**src/rtl/core/psm_pkg.sv**
```systemverilog
package psm_pkg;

  localparam int unsigned TimeW = 32;
  localparam int unsigned StatusW = 3;
  localparam int unsigned CfgIdxW = 1;

  localparam logic [TimeW-1:0] TurnOnTimeoutRst  = TimeW'(10000);
  localparam logic [TimeW-1:0] TurnOffTimeoutRst = TimeW'(10000);

  // Config register indexes.
  localparam logic [CfgIdxW-1:0] CfgTurnOnTimeout  = 1'b0;
  localparam logic [CfgIdxW-1:0] CfgTurnOffTimeout = 1'b1;

  typedef enum logic [StatusW-1:0] {
    StStart   = 3'd0,
    StOn      = 3'd1,
    StOff     = 3'd2,
    StTurnOn  = 3'd3,
    StTurnOff = 3'd4,
    StOnErr   = 3'd5,
    StOffErr  = 3'd6
  } status_e;

  // Result of one evaluation step.
  typedef struct packed {
    status_e status;
    logic    load_start;
  } step_t;

endpackage

```
**src/rtl/core/psm_in_if.sv**
```systemverilog
interface psm_in_if;
  logic                        valid;
  logic                        ready;
  logic                        led_lit;
  logic                        want_on;
  logic [psm_pkg::TimeW-1:0]   now_ms;

  modport source (output valid, output led_lit, output want_on, output now_ms, input ready);
  modport sink   (input valid, input led_lit, input want_on, input now_ms, output ready);
endinterface

```
**src/rtl/core/psm_out_if.sv**
```systemverilog
interface psm_out_if;
  logic                        valid;
  logic                        ready;
  logic [psm_pkg::StatusW-1:0] status;

  modport source (output valid, output status, input ready);
  modport sink   (input valid, input status, output ready);
endinterface

```
**src/rtl/core/psm_next.sv**
```systemverilog
module psm_next (
  input  psm_pkg::status_e          state_i,
  input  logic                      led_lit_i,
  input  logic                      want_on_i,
  input  logic [psm_pkg::TimeW-1:0] now_ms_i,
  input  logic [psm_pkg::TimeW-1:0] start_ms_i,
  input  logic [psm_pkg::TimeW-1:0] on_timeout_i,
  input  logic [psm_pkg::TimeW-1:0] off_timeout_i,
  output psm_pkg::step_t            step_o
);

  logic [psm_pkg::TimeW-1:0] elapsed;

  // elapsed wraps mod 2^32
  assign elapsed = now_ms_i - start_ms_i;

  always_comb begin
    step_o.status     = state_i;
    step_o.load_start = 1'b0;
    case (state_i)
      psm_pkg::StTurnOn: begin
        if (elapsed >= on_timeout_i) step_o.status = psm_pkg::StOnErr;
        if (led_lit_i) step_o.status = psm_pkg::StOn;  // LED wins over timeout
      end
      psm_pkg::StTurnOff: begin
        if (elapsed >= off_timeout_i) step_o.status = psm_pkg::StOffErr;
        if (!led_lit_i) step_o.status = psm_pkg::StOff;
      end
      psm_pkg::StOnErr, psm_pkg::StOffErr: begin
        if (led_lit_i && want_on_i) begin
          step_o.status = psm_pkg::StOn;
        end else if (!led_lit_i && !want_on_i) begin
          step_o.status = psm_pkg::StOff;
        end
      end
      default: begin
        // start, on, off; also the unused code
        if (led_lit_i == want_on_i) begin
          step_o.status = want_on_i ? psm_pkg::StOn : psm_pkg::StOff;
        end else begin
          step_o.load_start = 1'b1;
          step_o.status     = want_on_i ? psm_pkg::StTurnOn : psm_pkg::StTurnOff;
        end
      end
    endcase
  end

endmodule

```
**src/rtl/core/power_status_monitor.sv**
```systemverilog
// Power status monitor.
// in_i carries one evaluation word: led_lit, want_on and the free-running
// millisecond timestamp now_ms. out_o returns one status word per input
// word (0 start, 1 on, 2 off, 3 turning on, 4 turning off, 5 turn-on
// error, 6 turn-off error), in order.
// The cfg write port sets the turn-on (index 0) and turn-off (index 1)
// timeouts; write only while no word is in flight. Other indexes ignored.
// Path: an accepted word enters the input register, then the state update
// writes the status into the output register, where out_o.valid rises.
// Throughput: one word per cycle while out_o is taken, set by the state update
// (one 32-bit subtract and compare) between the two registers.
// Reset: status returns to start, stored start time to zero, both
// timeouts to 10000 ms, both pipeline stages empty.
// Stall: when out_o is not taken, the status word holds; the input stage
// still takes one more word, then in_i.ready drops until out_o drains.
module power_status_monitor (
  input  logic                        clk_i,
  input  logic                        rst_ni,
  input  logic                        cfg_we_i,
  input  logic [psm_pkg::CfgIdxW-1:0] cfg_idx_i,
  input  logic [psm_pkg::TimeW-1:0]   cfg_data_i,
  psm_in_if.sink                      in_i,
  psm_out_if.source                   out_o
);

  // config
  logic [psm_pkg::TimeW-1:0] on_timeout_q, off_timeout_q;

  always_ff @(posedge clk_i or negedge rst_ni) begin
    if (!rst_ni) begin
      on_timeout_q  <= psm_pkg::TurnOnTimeoutRst;
      off_timeout_q <= psm_pkg::TurnOffTimeoutRst;
    end else if (cfg_we_i) begin
      unique case (cfg_idx_i)
        psm_pkg::CfgTurnOnTimeout:  on_timeout_q  <= cfg_data_i;
        psm_pkg::CfgTurnOffTimeout: off_timeout_q <= cfg_data_i;
        default: ;
      endcase
    end
  end

  // input stage
  logic                      in_v_q;
  logic                      led_q, want_q;
  logic [psm_pkg::TimeW-1:0] now_q;
  logic                      out_v_q;
  logic                      advance;

  // input word moves to the output register when that slot is free or draining
  assign advance    = in_v_q && (!out_v_q || out_o.ready);
  assign in_i.ready = !in_v_q || advance;

  always_ff @(posedge clk_i or negedge rst_ni) begin
    if (!rst_ni) begin
      in_v_q <= 1'b0;
    end else if (in_i.ready) begin
      in_v_q <= in_i.valid;
    end
  end

  always_ff @(posedge clk_i) begin
    if (in_i.valid && in_i.ready) begin
      led_q  <= in_i.led_lit;
      want_q <= in_i.want_on;
      now_q  <= in_i.now_ms;
    end
  end

  // machine state
  psm_pkg::status_e          state_q;
  logic [psm_pkg::TimeW-1:0] start_ms_q;
  psm_pkg::step_t            step;

  psm_next u_next (
    .state_i      (state_q),
    .led_lit_i    (led_q),
    .want_on_i    (want_q),
    .now_ms_i     (now_q),
    .start_ms_i   (start_ms_q),
    .on_timeout_i (on_timeout_q),
    .off_timeout_i(off_timeout_q),
    .step_o       (step)
  );

  always_ff @(posedge clk_i or negedge rst_ni) begin
    if (!rst_ni) begin
      state_q    <= psm_pkg::StStart;
      start_ms_q <= '0;
    end else if (advance) begin
      state_q <= step.status;
      if (step.load_start) start_ms_q <= now_q;
    end
  end

  // output register: holds the status after the update
  always_ff @(posedge clk_i or negedge rst_ni) begin
    if (!rst_ni) begin
      out_v_q <= 1'b0;
    end else if (advance) begin
      out_v_q <= 1'b1;
    end else if (out_o.ready) begin
      out_v_q <= 1'b0;
    end
  end

  assign out_o.valid  = out_v_q;
  assign out_o.status = state_q;

endmodule

```
**src/flat_wrapper.sv**
```systemverilog
// flat-port wrapper written by rule: the top's interface ports become plain ports
module power_status_monitor_flat 
  (clk_i, rst_ni, cfg_we_i, cfg_idx_i, cfg_data_i, in_i_valid, in_i_led_lit, in_i_want_on, in_i_now_ms, in_i_ready, out_o_valid, out_o_status, out_o_ready);
  psm_in_if in_i_i ();
  psm_out_if out_o_i ();
  input  logic clk_i;
  input  logic rst_ni;
  input  logic cfg_we_i;
  input  logic [psm_pkg::CfgIdxW-1:0] cfg_idx_i;
  input  logic [psm_pkg::TimeW-1:0] cfg_data_i;
  input wire logic [$bits(in_i_i.valid)-1:0] in_i_valid;
  input wire logic [$bits(in_i_i.led_lit)-1:0] in_i_led_lit;
  input wire logic [$bits(in_i_i.want_on)-1:0] in_i_want_on;
  input wire logic [$bits(in_i_i.now_ms)-1:0] in_i_now_ms;
  output wire logic [$bits(in_i_i.ready)-1:0] in_i_ready;
  output wire logic [$bits(out_o_i.valid)-1:0] out_o_valid;
  output wire logic [$bits(out_o_i.status)-1:0] out_o_status;
  input wire logic [$bits(out_o_i.ready)-1:0] out_o_ready;
  assign in_i_i.valid = in_i_valid;
  assign in_i_i.led_lit = in_i_led_lit;
  assign in_i_i.want_on = in_i_want_on;
  assign in_i_i.now_ms = in_i_now_ms;
  assign in_i_ready = in_i_i.ready;
  assign out_o_valid = out_o_i.valid;
  assign out_o_status = out_o_i.status;
  assign out_o_i.ready = out_o_ready;
  power_status_monitor u_core (.clk_i(clk_i), .rst_ni(rst_ni), .cfg_we_i(cfg_we_i), .cfg_idx_i(cfg_idx_i), .cfg_data_i(cfg_data_i), .in_i(in_i_i), .out_o(out_o_i));
endmodule
```
**config.mk**
```make
export PLATFORM = sky130hd
export DESIGN_NAME = power_status_monitor_flat
export DESIGN_NICKNAME = d
export VERILOG_FILES = /design/src/rtl/core/psm_pkg.sv /design/src/rtl/core/psm_in_if.sv /design/src/rtl/core/psm_out_if.sv /design/src/rtl/core/psm_next.sv /design/src/rtl/core/power_status_monitor.sv /design/src/flat_wrapper.sv
export SDC_FILE = /design/constraint.sdc
export NUM_CORES = 1
export LEC_CHECK = 0
export ABC_AREA = 0
export BUFFER_PORTS_ARGS = -buffer_cell sky130_fd_sc_hd__buf_4
export CORE_MARGIN = 3
export CORE_UTILIZATION = 50
export DETAILED_ROUTE_END_ITERATION = 12
export PLACE_DENSITY = 0.73
export SYNTH_ARGS = -nofsm -noshare
export SYNTH_HDL_FRONTEND = slang
export SYNTH_SLANG_ARGS = --single-unit
export TNS_END_PERCENT = 30
```
**constraint.sdc**
```tcl
create_clock -name clk_i -period 5.77 [get_ports clk_i]
set_input_delay 0.2885 -clock clk_i [delete_from_list [all_inputs] [get_ports clk_i]]
set_output_delay 0.2885 -clock clk_i [all_outputs]
set_load 0.005 [all_outputs]
```
==> results.toml, run 1 <==
[status]
outcome = "completed"

[synth]
yosys.cell_types.count = 68
yosys_warnings = 0
syn_area_mm2 = 0.00819
ys.flop_type = "dfrtp_1"
netlist_instances = 793
avgSynthCellArea_um2 = 10.3
ys_ff_latch = 135
async_reset_ff_share_pct = 74.8
synth_fp_nets = 963
synth_edf_count = 34
ys_seq_area_share_pct = 43.5

[die]
die_h_um = 134
die_w_um = 134
rows = 46
die-area_mm2 = 0.0180
coreArea_mm2 = 0.0159
ios = 77
start_util_pct = 51.4

[timing]
post-route-min-period_ns = 4.73
worstMarginPinSlew_ns = 0.849
final-setup-viol-count = 0
layout_worst_path_cycle_share_pct = 81.9
relSlewSlack_pct = 43.2
tns_ns = 0
fmax_ghz = 0.212
holdWs_ns = 0.0378
finalMaxSlewViolations = 0
finClkSkew_ns = 0.0106
hold_violations = 0
rsz0062_at_grt = "no"

[critical_path]
end_kind = "flop"
crit_path_max_fanout = 5
required_ns = 6.07
worst-setup-path-type = "flop to flop"
arrival_ns = 5.02
startpoint_type = "flop"

[placement]
hpwl_mm = 12.3
portBuffers = 76
place_congestion = 0.866
dp_cells = 1070

[clock_network]
cts.sinks = 135
cts_buffers = 17
cts_setup_buffers = 0
h-tree-depth = 4
clk_pin_slew_ns = 0.06
cts_tree = "done"
ctsRootBufferMaster = "clkbuf_16"
worstSkewPairLatency_ns = 0.42
clk_path_buf_depth = 2

[power_and_ir_drop]
p_leak_nw = 4.52
peakVddDrop_uv = 281
pwr_density_cell_mw_per_mm2 = 550

[routing]
routed_wl_mm = 16.7
drc = 0
num_vias = 5848
drtIter0Drc = 447
routedWlPerCell_um = 15.1
vias_per_cell = 5.30
first_pass_iters = 7
ant_nets = 0

[layout]
nets = 1044
synthToLayoutAreaGrowth_pct = 18.0
final_cell_mix = "107 x inv_1, 97 x ha_1, 91 x dfrtp_1, 80 x buf_4, 68 x nand2_1"
drive_gt1_share_pct = 22.7
final_common_cell = "inv_1"
layoutNonFillerInstCount = 1103
n_antenna_cell = 0

[global_route]
grt_pass1_wl_mm = 28.6
gr-usage-met3_pct = 4.20
overflow = 0
grt_use_met2_pct = 31.2
grt_max_degree = 64
busiest_layer = "met2"
grtUsageMet1_pct = 28.3
grt_usage_pct = 19.8
antenna_found_initial = 0
grt_pass1_vias = 5871

[min_path]
holdCritPathClass = "primary input to flop"

[run]
maxCapViolations = 0
==> metrics by stage <==
stage / setup WS [ns] / power [mW] / instance area [um2] / utilization, %
finish: 1.04 / 5.31 / 9670 / 60.6
floorplan: 1.52 / 3.39 / 8190 / -
CTS: 1.02 / 5.33 / 9670 / 60.6
global placement: 1.17 / 3.96 / 8980 / 56.3
global route: 0.478 / 5.81 / 9670 / 60.6
detailed placement: 1.05 / 4.03 / 8980 / 56.3
==> cell usage after synthesis, types with 6 or more instances <==
| cell | n | area [um2] |
|---|---|---|
| xnor2_1 | 19 | 166 |
| nand3_1 | 17 | 85.1 |
| nor2b_1 | 6 | 37.5 |
| a21o_1 | 15 | 113 |
| nand4_1 | 8 | 50.1 |
| o21ai_0 | 58 | 290 |
| nand2b_1 | 7 | 43.8 |
| dfstp_2 | 10 | 263 |
| ha_1 | 97 | 1210 |
| xor2_1 | 12 | 105 |
| nor2_1 | 24 | 90.1 |
| clkbuf_1 | 11 | 41.3 |
| edfxtp_1 | 34 | 1020 |
| a21oi_1 | 50 | 250 |
| mux2_2 | 64 | 721 |
| dfrtp_1 | 91 | 2280 |
| inv_1 | 107 | 402 |
| nand2_1 | 69 | 259 |
==> report_power, final <==
group	internal, mW	leakage, nW	total (mW)	switching (mW)
Clock	0.814	0.328	1.24	0.424
Combinational	1.22	2.68	2.77	1.55
Sequential	1.20	1.52	1.31	0.115
==> worst paths after layout <==
kind                                                   from                              endpoint  depth (start not counted)  slack, ns
min in group asynchronous                            rst_ni        u_core.out_o.valid$_DFFE_PN0P_                          2       0.42
setup / recovery                  u_core.now_q[0]$_DFFE_PP_    u_core.out_o.status[2]$_DFFE_PN0P_                         21       1.04
setup reg to reg                  u_core.now_q[0]$_DFFE_PP_    u_core.out_o.status[2]$_DFFE_PN0P_                         21       1.04
hold reg to reg            u_core.start_ms_q[0]$_DFFE_PN0P_      u_core.start_ms_q[0]$_DFFE_PN0P_                          2       0.49
hold / removal                              in_i_now_ms[15]            u_core.now_q[15]$_DFFE_PP_                          1       0.04
max in group asynchronous                            rst_ni  u_core.off_timeout_q[23]$_DFFE_PN0P_                          3       4.21
==> timing repair <==
| item | in CTS | in global routing |
|---|---|---|
| hold buffers | 1 | 0 |
| hold endpoints to repair | 43 | 0 |
| resized for setup | 0 | 0 |
==> layer usage <==
layer | up-vias | routed length (um)
li1 | 2953 | -
met5 | - | 0
met3 | 16 | 680
met2 | 124 | 7680
met4 | 0 | 187
met1 | 2755 | 8140
==> logic make-up after synthesis <==
| logic type | count (synthesis) | synth area share, % |
|---|---|---|
| compound gates | 179 | 13.7 |
| xor+xnor | 31 | 3.31 |
| fa+ha+maj | 98 | 15.1 |
| buf+inv | 126 | 5.99 |
| flops | 135 | 43.5 |
| mux | 66 | 9.04 |
| simple gates | 158 | 9.40 |
==> flip-flops by register name, indices dropped and copies added (netlist names) <==
| register | flops |
|---|---|
| u_core.in_v_q | 1 |
| u_core.led_q | 1 |
| u_core.now_q | 32 |
| u_core.off_timeout_q | 32 |
| u_core.on_timeout_q | 32 |
| u_core.out_o.status | 3 |
| u_core.out_o.valid | 1 |
| u_core.start_ms_q | 32 |
| u_core.want_q | 1 |
==> worst max-delay path: stages (launching register included) <==
cell and delay [ns]:
edfxtp_1 0.35, inv_1 0.07, ha_1 0.16, inv_1 0.05, fa_1 0.40, a21o_1 0.17, a21oi_1 0.27, o21ai_1 0.16
a41oi_2 0.30, o21ai_1 0.12, o21bai_1 0.32, o21bai_1 0.14, xor2_1 0.18, ha_1 0.29, nand2_1 0.05, o21ai_0 0.21
o21ai_0 0.15, nor4_1 0.32, a211oi_1 0.13, a211oi_2 0.43, mux2i_1 0.23, nand3_1 0.09
==> layout make-up <==
| class | count | area [um2] |
|---|---|---|
| Multi-Input combinational cell | 532 | 4150 |
| Inverter | 107 | 402 |
| Clock buffer | 17 | 425 |
| Clock inverter | 15 | 250 |
| Fill cell | 1312 | 6270 |
| Sequential cell | 135 | 3560 |
| Timing Repair Buffer | 81 | 611 |
| Tap cell | 216 | 270 |
Note: power is estimated with default switching activity, not from simulation.
==> run 2: changes to the inputs <==
--- a/config.mk
+++ b/config.mk
@@ -10,7 +10,7 @@
 export CORE_MARGIN = 3
 export CORE_UTILIZATION = 50
 export DETAILED_ROUTE_END_ITERATION = 12
-export PLACE_DENSITY = 0.73
+export PLACE_DENSITY = 0.76
 export SYNTH_ARGS = -nofsm -noshare
 export SYNTH_HDL_FRONTEND = slang
 export SYNTH_SLANG_ARGS = --single-unit
==> constraint.sdc (replaced) <==
create_clock -name clk_i -period 3.8 [get_ports clk_i]
set_input_delay 0.19 -clock clk_i [delete_from_list [all_inputs] [get_ports clk_i]]
set_output_delay 0.19 -clock clk_i [all_outputs]
set_load 0.005 [all_outputs]
==> run 2 against run 1 <==
Net effect:
- first-iteration DRC count decreased by 5.8%
- die area unchanged
- worst setup slack got worse by 1.5 ns
- the run now ends with negative hold slack, negative setup slack left
==> results.toml, run 2 (synthesized netlist as in run 1, its figures left out) <==
[global_route]
grtUsageMet1_pct = 30.6
gr-usage-met3_pct = 3.49
busiest_layer = "met2"
grt_use_met2_pct = 37.5
grt_max_degree = 77
grt_pass1_vias = 6887
grt_pass1_wl_mm = 32.7
antenna_found_initial = 0
overflow = 0
grt_usage_pct = 22.6

[die]
coreArea_mm2 = 0.0159
rows = 46
die-area_mm2 = 0.0180
die_h_um = 134
start_util_pct = 51.4
die_w_um = 134
ios = 77

[min_path]
holdCritPathClass = "primary input to flop"
whs_path_depth = 3
min_from = "cfg_data_i[26]"
hold_end = "u_core.on_timeout_q[26]$_DFFE_PN0P_"

[layout]
n_antenna_cell = 0
nets = 1225
synthToLayoutAreaGrowth_pct = 38.8
final_area_mm2 = 0.0114
layoutNonFillerInstCount = 1284
final_cell_mix = "199 x buf_4, 105 x inv_1, 93 x ha_1, 91 x dfrtp_1, 68 x nand2_1"
drive_gt1_share_pct = 33.2
final_common_cell = "buf_4"

[routing]
first_pass_iters = 6
drc = 0
drtIter0Drc = 421
vias_per_cell = 5.25
ant_nets = 0
routed_wl_mm = 20.0
routedWlPerCell_um = 15.5
num_vias = 6743

[timing]
finClkSkew_ns = 0.00507
relSlewSlack_pct = 33.3
fmax_ghz = 0.237
final-setup-viol-count = 3
finalMaxSlewViolations = 0
worstMarginPinSlew_ns = 1.00
setup_slack_ns = -0.417
layout_worst_path_cycle_share_pct = 111
holdWs_ns = -0.00663
post-route-min-period_ns = 4.22
rsz0062_at_grt = "yes"
hold_violations = 1

[critical_path]
reg2reg_from = "u_core.now_q[9]$_DFFE_PP_"
worst-setup-path-type = "flop to flop"
startpoint_type = "flop"
arrival_ns = 4.52
required_ns = 4.10
r2r_cells = 18
crit_path_max_fanout = 5
reg2reg_slack_ns = -0.42
end_kind = "flop"
r2r_end = "u_core.out_o.status[2]$_DFFE_PN0P_"

[clock_network]
cts.sinks = 135
cts_tree = "done"
clk_pin_slew_ns = 0.06
h-tree-depth = 4
worstSkewPairLatency_ns = 0.42
cts_buffers = 17
ctsRootBufferMaster = "clkbuf_16"
clk_path_buf_depth = 2

[placement]
place_congestion = 0.881
dp_cells = 1169
portBuffers = 76
hpwl_mm = 13.5
post_dp_cell_area_mm2 = 0.00975

[power_and_ir_drop]
p_leak_nw = 5.39
peakVddDrop_uv = 540
pwr_density_cell_mw_per_mm2 = 853

[run]
maxCapViolations = 0

[status]
violations = "negative hold slack, negative setup slack"
outcome = "complete, but fails checks"
## run 2: cell types whose count changed in the layout (fill, tap and decap cells not counted), sizes merged
cell	before	now
dlygate4sd3	1	63
clkinv	6	3
buf	80	199
clkbuf	17	26
inv	109	108
bufinv	6	1
## run 2: worst max-delay path by stage
stage / cells past startpoint / from / to / slack, ns
2_1_floorplan: 20 / u_core.now_q[0]$_DFFE_PP_ / u_core.out_o.status[2]$_DFFE_PN0P_ / -0.28
6_report: 18 / u_core.now_q[9]$_DFFE_PP_ / u_core.out_o.status[2]$_DFFE_PN0P_ / -0.42
5_1_grt: 19 / u_core.now_q[1]$_DFFE_PP_ / u_core.out_o.status[2]$_DFFE_PN0P_ / -0.62
3_3_place_gp: 21 / u_core.now_q[0]$_DFFE_PP_ / u_core.out_o.status[2]$_DFFE_PN0P_ / -0.35
3_5_place_dp: 22 / u_core.now_q[0]$_DFFE_PP_ / u_core.out_o.status[2]$_DFFE_PN0P_ / -0.59
4_1_cts: 21 / u_core.now_q[0]$_DFFE_PP_ / u_core.out_o.status[2]$_DFFE_PN0P_ / -0.39
## run 2: what timing repair did
action,CTS,global route
pin swaps,27,40
setup endpoints to repair,3,3
hold buffers,63,0
setup buffers,11,10
hold endpoints to repair,140,0
resized for setup,10,34
## run 2: stage by stage
stage	hold slack [ns]	utilization (%)	power, mW	setup TNS, ns	setup WS [ns]
final	-0.00663	71.3	9.70	-1.10	-0.417
after global routing	0.00200	71.3	10.5	-1.78	-0.625
after CTS	0.00271	69.7	9.17	-0.996	-0.392
after detailed placement	0.369	61.2	7.22	-1.61	-0.594
after global placement	0.369	61.2	6.99	-0.920	-0.347
after floorplan	-0.106	-	5.18	-0.690	-0.276
## run 2: where the power goes
part	internal, mW	switching, mW	total (mW)
registers	1.82	0.182	2.00
logic	3.10	2.96	6.05
clock network	1.04	0.602	1.65
## run 2: final cells by class
type,instances,area (um2)
Tap cell,216,270
Timing Repair Buffer,262,2120
Fill cell,1098,4580
Clock inverter,6,58.8
Sequential cell,135,3560
Multi-Input combinational cell,532,4410
Clock buffer,26,542
Inverter,107,402
## run 2: layer usage
metal  up-vias  routed length [um]
met5         -                   0
met4         0                 443
met3        31                 807
met2       153                9770
met1      3245                8940
li1       3314                   -
## run 2: worst max-delay path, cell delays in order (launching register included)
cell,delay (ns)
edfxtp_1,0.44
ha_4,0.30
and3_4,0.19
a311o_1,0.32
a41o_2,0.27
a211oi_4,0.25
buf_4,0.15
o31ai_2,0.06
a21oi_2,0.17
xnor2_2,0.10
ha_1,0.31
nand2_1,0.08
or4_1,0.53
o22ai_2,0.17
o31ai_4,0.08
a211oi_2,0.21
buf_4,0.17
mux2i_1,0.20
nand3_1,0.08
